File: src/sv/pwcs_pkg.sv
// shared widths and controller/datapath handshake types for the centroid sums block
`default_nettype none
package pwcs_pkg;

    localparam int XY_W  = 32;
    localparam int LEN_W = 63;
    localparam int ACC_W = 64;

    // commands from the controller to the datapath, at most one high per cycle
    typedef struct packed {
        logic accept;
        logic sq_x;
        logic sq_y;
        logic sq_sum;
        logic root_step;
        logic mul_x;
        logic mul_y;
        logic acc_y;
        logic load_out;
    } t_dp_cmd;

    // status from the datapath back to the controller
    typedef struct packed {
        logic seg;
        logic root_last;
    } t_dp_sts;

endpackage
`default_nettype wire

File: src/sv/pwcs_ctrl.sv
// sequencing state machine for the centroid sums block
`default_nettype none
module pwcs_ctrl (
    input  wire logic              i_clk,
    input  wire logic              i_rst_n,
    input  wire logic              i_in_valid,
    output logic                   o_in_ready,
    output logic                   o_out_valid,
    input  wire logic              i_out_ready,
    output pwcs_pkg::t_dp_cmd      o_cmd,
    input  wire pwcs_pkg::t_dp_sts i_sts
);

    typedef enum logic [8:0] {
        S_IDLE  = 9'b000000001,
        S_SQX   = 9'b000000010,
        S_SQY   = 9'b000000100,
        S_SQSUM = 9'b000001000,
        S_ROOT  = 9'b000010000,
        S_MULX  = 9'b000100000,
        S_MULY  = 9'b001000000,
        S_ACCY  = 9'b010000000,
        S_FIN   = 9'b100000000
    } t_state;

    t_state r_state, n_state;
    logic   r_out_valid, n_out_valid;
    logic   in_acc;

    assign o_in_ready  = (r_state == S_IDLE);
    assign in_acc      = i_in_valid && o_in_ready;
    assign o_out_valid = r_out_valid;

    always_comb begin
        n_state = r_state;
        o_cmd   = '0;
        unique case (r_state)
            S_IDLE: begin
                if (in_acc) begin
                    o_cmd.accept = 1'b1;
                    n_state = i_sts.seg ? S_SQX : S_FIN;
                end
            end
            S_SQX: begin
                o_cmd.sq_x = 1'b1;
                n_state = S_SQY;
            end
            S_SQY: begin
                o_cmd.sq_y = 1'b1;
                n_state = S_SQSUM;
            end
            S_SQSUM: begin
                o_cmd.sq_sum = 1'b1;
                n_state = S_ROOT;
            end
            S_ROOT: begin
                o_cmd.root_step = 1'b1;
                if (i_sts.root_last) begin
                    n_state = S_MULX;
                end
            end
            S_MULX: begin
                o_cmd.mul_x = 1'b1;
                n_state = S_MULY;
            end
            S_MULY: begin
                o_cmd.mul_y = 1'b1;
                n_state = S_ACCY;
            end
            S_ACCY: begin
                o_cmd.acc_y = 1'b1;
                n_state = S_FIN;
            end
            S_FIN: begin
                if (!r_out_valid || i_out_ready) begin
                    o_cmd.load_out = 1'b1;
                    n_state = S_IDLE;
                end
            end
            default: begin
                n_state = S_IDLE;
            end
        endcase
    end

    always_comb begin
        n_out_valid = r_out_valid;
        if (o_cmd.load_out) begin
            n_out_valid = 1'b1;
        end else if (r_out_valid && i_out_ready) begin
            n_out_valid = 1'b0;
        end
    end

    always_ff @(posedge i_clk) begin
        if (!i_rst_n) begin
            r_state     <= S_IDLE;
            r_out_valid <= 1'b0;
        end else begin
            r_state     <= n_state;
            r_out_valid <= n_out_valid;
        end
    end

endmodule
`default_nettype wire

File: config.mk
export PLATFORM = sky130hd
export DESIGN_NAME = pwcs_ctrl
export DESIGN_NICKNAME = d
export VERILOG_FILES = /design/src/sv/pwcs_pkg.sv /design/src/sv/pwcs_ctrl.sv
export SDC_FILE = /design/constraint.sdc
export NUM_CORES = 1
export LEC_CHECK = 0
export ABC_AREA = 1
export BUFFER_PORTS_ARGS = -buffer_cell sky130_fd_sc_hd__buf_4
export CAP_MARGIN = 5
export CELL_PAD_IN_SITES_DETAIL_PLACEMENT = 0
export CELL_PAD_IN_SITES_GLOBAL_PLACEMENT = 1
export CORE_UTILIZATION = 35
export DETAILED_ROUTE_END_ITERATION = 8
export PLACE_DENSITY = 0.86
export SLEW_MARGIN = 15
export SYNTH_ARGS = -nofsm -noshare
export SYNTH_HDL_FRONTEND = slang
export SYNTH_SLANG_ARGS = --single-unit
File: constraint.sdc
create_clock -name i_clk -period 1.6 [get_ports i_clk]
set_input_delay 0 -clock i_clk [delete_from_list [all_inputs] [get_ports i_clk]]
set_output_delay 0 -clock i_clk [all_outputs]
set_load 0.01 [all_outputs]
# == After elaboration in Yosys (flattened, before gate mapping) ==
# Index checks and enable logic that the tools add are counted.
# totals
ff_bits,10
inputBits,6
output_inout_bits,11
word_cells,38
# op_classes
eq_ne,12
n_mux,18
n_reduce_logical,6
# op_table
cell,n
$pmux 9 s9,1
$mux 9,4
$mux 1,13
$eq 9x1->1 const B,1
$eq 9x2->1 const B,1
$eq 9x3->1 const B,1
$eq 9x4->1 const B,1
$eq 9x5->1 const B,1
$eq 9x6->1 const B,1
$eq 9x7->1 const B,1
$eq 9x8->1 const B,1
$eq 9x9->1 const B,1
$ne 2x2->1 const B,2
$reduce_and 3->1,1
$logic_and 1x1->1,2
$ne 2x1->1 const B,1
$reduce_bool 2->1,1
$logic_not 1->1,1
$logic_or 1x1->1,1

# == Longest topological paths before layout ==
# depth
depth_word,5
mapped_depth,9
mapped_depth_nobuf,9

# == Worst setup path after synthesis ==
# OpenSTA, ideal clock, no wires.
# synth_timing
path_kind,register to register
start,reg r_state[2]
end,reg r_state[8]
setup_time_ns,0.113
t_arrival_ns,1.028
t_required_ns,1.487
path_slack_ns,0.458
path_stages_with_launch,9
n_path_buf,0
synth_period_minus_slack_ns,1.142
path_cell_list,dfxtp_1 -> nor2_4 -> nand2_4 -> nor2_4 -> nand3_2 -> nand3_2 -> nand2_1 -> nand2_1 -> nor2_1
# synth_via
elab_chain_len,4
word_cells_on_any_way,15
cone_classes,eq/ne (12); mux (1); reduce/logical (2)
# synth_rtl
item,line,rtl
from (decl),pwcs_ctrl.sv:26,"t_state r_state, n_state;"
from (signal assigned),pwcs_ctrl.sv:100,r_state <= n_state;
$eq 9x1->1,"pwcs_ctrl.sv:30, pwcs_ctrl.sv:37",
$logic_and 1x1->1,pwcs_ctrl.sv:31,assign in_acc = i_in_valid && o_in_ready;
$ne 2x1->1 (no line),n/a,
$reduce_and 3->1 (no line),n/a,
# Several ways; a longest one is shown, not always the timed one.
# A chain may end at the register's enable or synchronous reset.

==> impl_metrics.csv <==
group,metric,value,unit
yosys,synthAdderAreaFrac,0,
power_and_ir_drop,power.density,1337,mW/mm^2
cts,htreeDepth,1,
yosys,ys_warn_count,0,
yosys,syn-num-nets,102,
cells_and_area,fin_cells,142,
yosys,synth-async-reset-ratio,0,
sta,final_max_slew_viol_count,0,
yosys,yosys.area.top_type,"dfxtp_1",
drt,ant_nets,0,
placed_design,dpl.hpwl,1.130,mm
global_route,grt_pass1_vias,567,
drt,viasPerCell,4.570,
yosys,synth_seq_cells,10,
power_and_ir_drop,comb_power_share,0.489,
yosys,synth-edff-count,0,
placed_design,place_inst,136,
yosys,ys.flop_type,"dfxtp_1",
cells_and_area,fin_area,863.3,um^2
cells_and_area,fin_nets,124,
sta,relSlewSlack,0.8171,
yosys,synthMuxAreaShare,0,
sta,rsz0062_at_grt,"false",
floorplan,io_pins,17,
yosys,yosysUniqueCellTypes,21,
sta,finalCritPeriodShare,0.8808,
sta,clock_skew,0.009364,ns
sta,fmax,0.7096,GHz
sta,timing.hold.ws,0.05827,ns
cts,clk_pin_slew,0.07,ns
placed_design,gpl.final_weighted_congestion,0.7952,
worst_setup_path,crit_arrival,1.41,ns
cells_and_area,area_delta_synth_final,30.19,%
floorplan,die_area,0.002073,mm^2
worst_setup_path,crit_type,"reg2out",
yosys,synth_simple_gate_area_share,0.5491,
cts,cts_tree,"built",
cts,postCtsSetupBuffers,0,
drt,drc_errors,0,
floorplan,initial_core_util,0.3799,
drt,drtIter0Drc,12,
worst_setup_path,startpoint_type,"register",
worst_setup_path,cp_max_fo,7,
cts,clock_latency,0.28,ns
global_route,grt_start_max_net_pins,8,
power_and_ir_drop,p_seq_frac,0.305,
global_route,grt_remaining_overflow,0,
sta,setup_tns,0,ns
run_status,status,"complete, no violations",
yosys,netlist_instances,96,
drt,via_count,649,
cells_and_area,post-route-util,0.4946,
global_route,antenna_found_initial,0,
sta,period_minus_slack,1.409,ns
cells_and_area,n_antenna_cell,0,
yosys,synth-xor-area-share,0,
power_and_ir_drop,swShare,0.4366,
floorplan,die-height,45.53,um
yosys,synthTopCellsByArea,"dfxtp_1, nor2_1, inv_1",
placed_design,place_area,807.0,um^2
cells_and_area,layout-drive-gt1-share,0.3162,
global_route,grt_pass1_wl,2.290,mm
power_and_ir_drop,clkPwrFrac,0.206,
yosys,synth_area_per_cell,6.908,um^2
yosys,synth.most_common_cell,"nor2_1",
drt,firstDrtPassIters,4,
placed_design,dp_slack,0.2792,ns
yosys,synth_top_family_by_area,"simple AND/OR/NAND/NOR gates",
sta,setup_viol,0,
worst_setup_path,end_kind,"output pin",
min_path,min_path_type,"in2reg",
power_and_ir_drop,p_total,1.154,mW
placed_design,portBuffers,16,
floorplan,coreArea,0.001745,mm^2
cts,numCtsBuffers,3,
power_and_ir_drop,p_int,650.4,uW
cts,clk_path_buf_depth,2,
sta,finalHoldViolCount,0,
power_and_ir_drop,netSwitchingPower,503.9,uW
yosys,synth_compound_area_frac,0.03585,
sta,worstMarginPinSlew,0.2740,ns
power_and_ir_drop,vdd_drop_max,0.8093,mV
worst_setup_path,cp.required,1.60,ns
worst_setup_path,slowest_stage,"dfxtp_1",
yosys,ys_top_cells_by_count,"nor2_1, inv_1, nand2_1",
floorplan,rows,15,
job,drv_cap,0,
worst_setup_path,max_stage_delay,0.38,ns
drt,routed_wl,1.436,mm
drt,routedWlPerCell,10.11,um
yosys,synth_top_area_share,0.3019,
yosys,seq_area_frac_synth,0.3019,
sta,worst_slack,0.1908,ns
global_route,grt_usage,0.1647,
cts,clock-root-buffer,"clkbuf_4",
worst_setup_path,crit_path_cell_trace,"nor2_4 > nand3_4 > or2_1 > inv_1 > buf_4",
power_and_ir_drop,leakagePower,0.4337,nW
yosys,syn_area,663.1,um^2
cts,clock_sinks,10,
floorplan,die_w,45.53,um
-- power groups by stage --
stage          sequential [mW]  combinational (mW)  clock [mW]
2_1_floorplan            0.344               0.422           0
4_1_cts                  0.350               0.567       0.241
3_5_place_dp             0.356               0.559           0
3_3_place_gp             0.355               0.558           0
5_1_grt                  0.354               0.636       0.254
6_report                 0.352               0.565       0.238
-- critical path, delay by kind of cell, from the launching register on --
kind          cells  cell delay, ns
buf+inv           2            0.18
flops             1            0.38
simple gates      3            0.56
-- cell type report --
type	instances	area, um^2
clock buffer	4	36.28
fill	185	882.1
inverter	18	67.56
multi-input combinational	67	387.9
sequential	10	200.2
tap	25	31.28
timing repair buffer	18	140.1
-- kinds of logic after synthesis --
kind of cell / count (synthesis)
buffers and inverters: 19
DFF: 10
and+or+nand+nor: 63
AOI/OAI and AO/OA: 4
-- final timing paths --
kind,startpoint,endpoint,slack (ns),cells past startpoint
setup reg to reg,r_state[4],r_state[8],0.25,8
setup / recovery,r_state[2],o_cmd[1],0.19,5
hold reg to reg,o_out_valid,o_out_valid,0.63,4
hold / removal,i_out_ready,o_out_valid,0.06,4
-- registers in the layout (all words and copies together) (netlist names) --
signal       flops
r_state          9
o_out_valid      1
-- repair_timing --
item,in CTS,in global routing
hold buffers,2,0
hold endpoints to repair,4,0
resized for setup,0,0
endpoints found under the setup margin,0,0
-- layer usage --
layer / GRT usage / up-vias / wire, um
met5: 0 / - / 0
met4: 0.1091 / 0 / 46
met3: 0.04762 / 5 / 72
met2: 0.2657 / 18 / 630
met1: 0.1869 / 282 / 687
li1: - / 344 / -
-- cell usage in the layout, fill, tap and decap left out, types with 2 or more instances in the layout --
cell type       n
a21oi_1         3
buf_4          16
clkbuf_4        3
dfxtp_1        10
dlygate4sd3_1   2
inv_1          16
inv_2           2
nand2_1        12
nand3_1         8
nand3_2         4
nor2_1         19
nor2_2          2
nor2_4          4
nor3_1          5
nor3b_1         2
No activity file was read; power rests on OpenSTA's default activity.
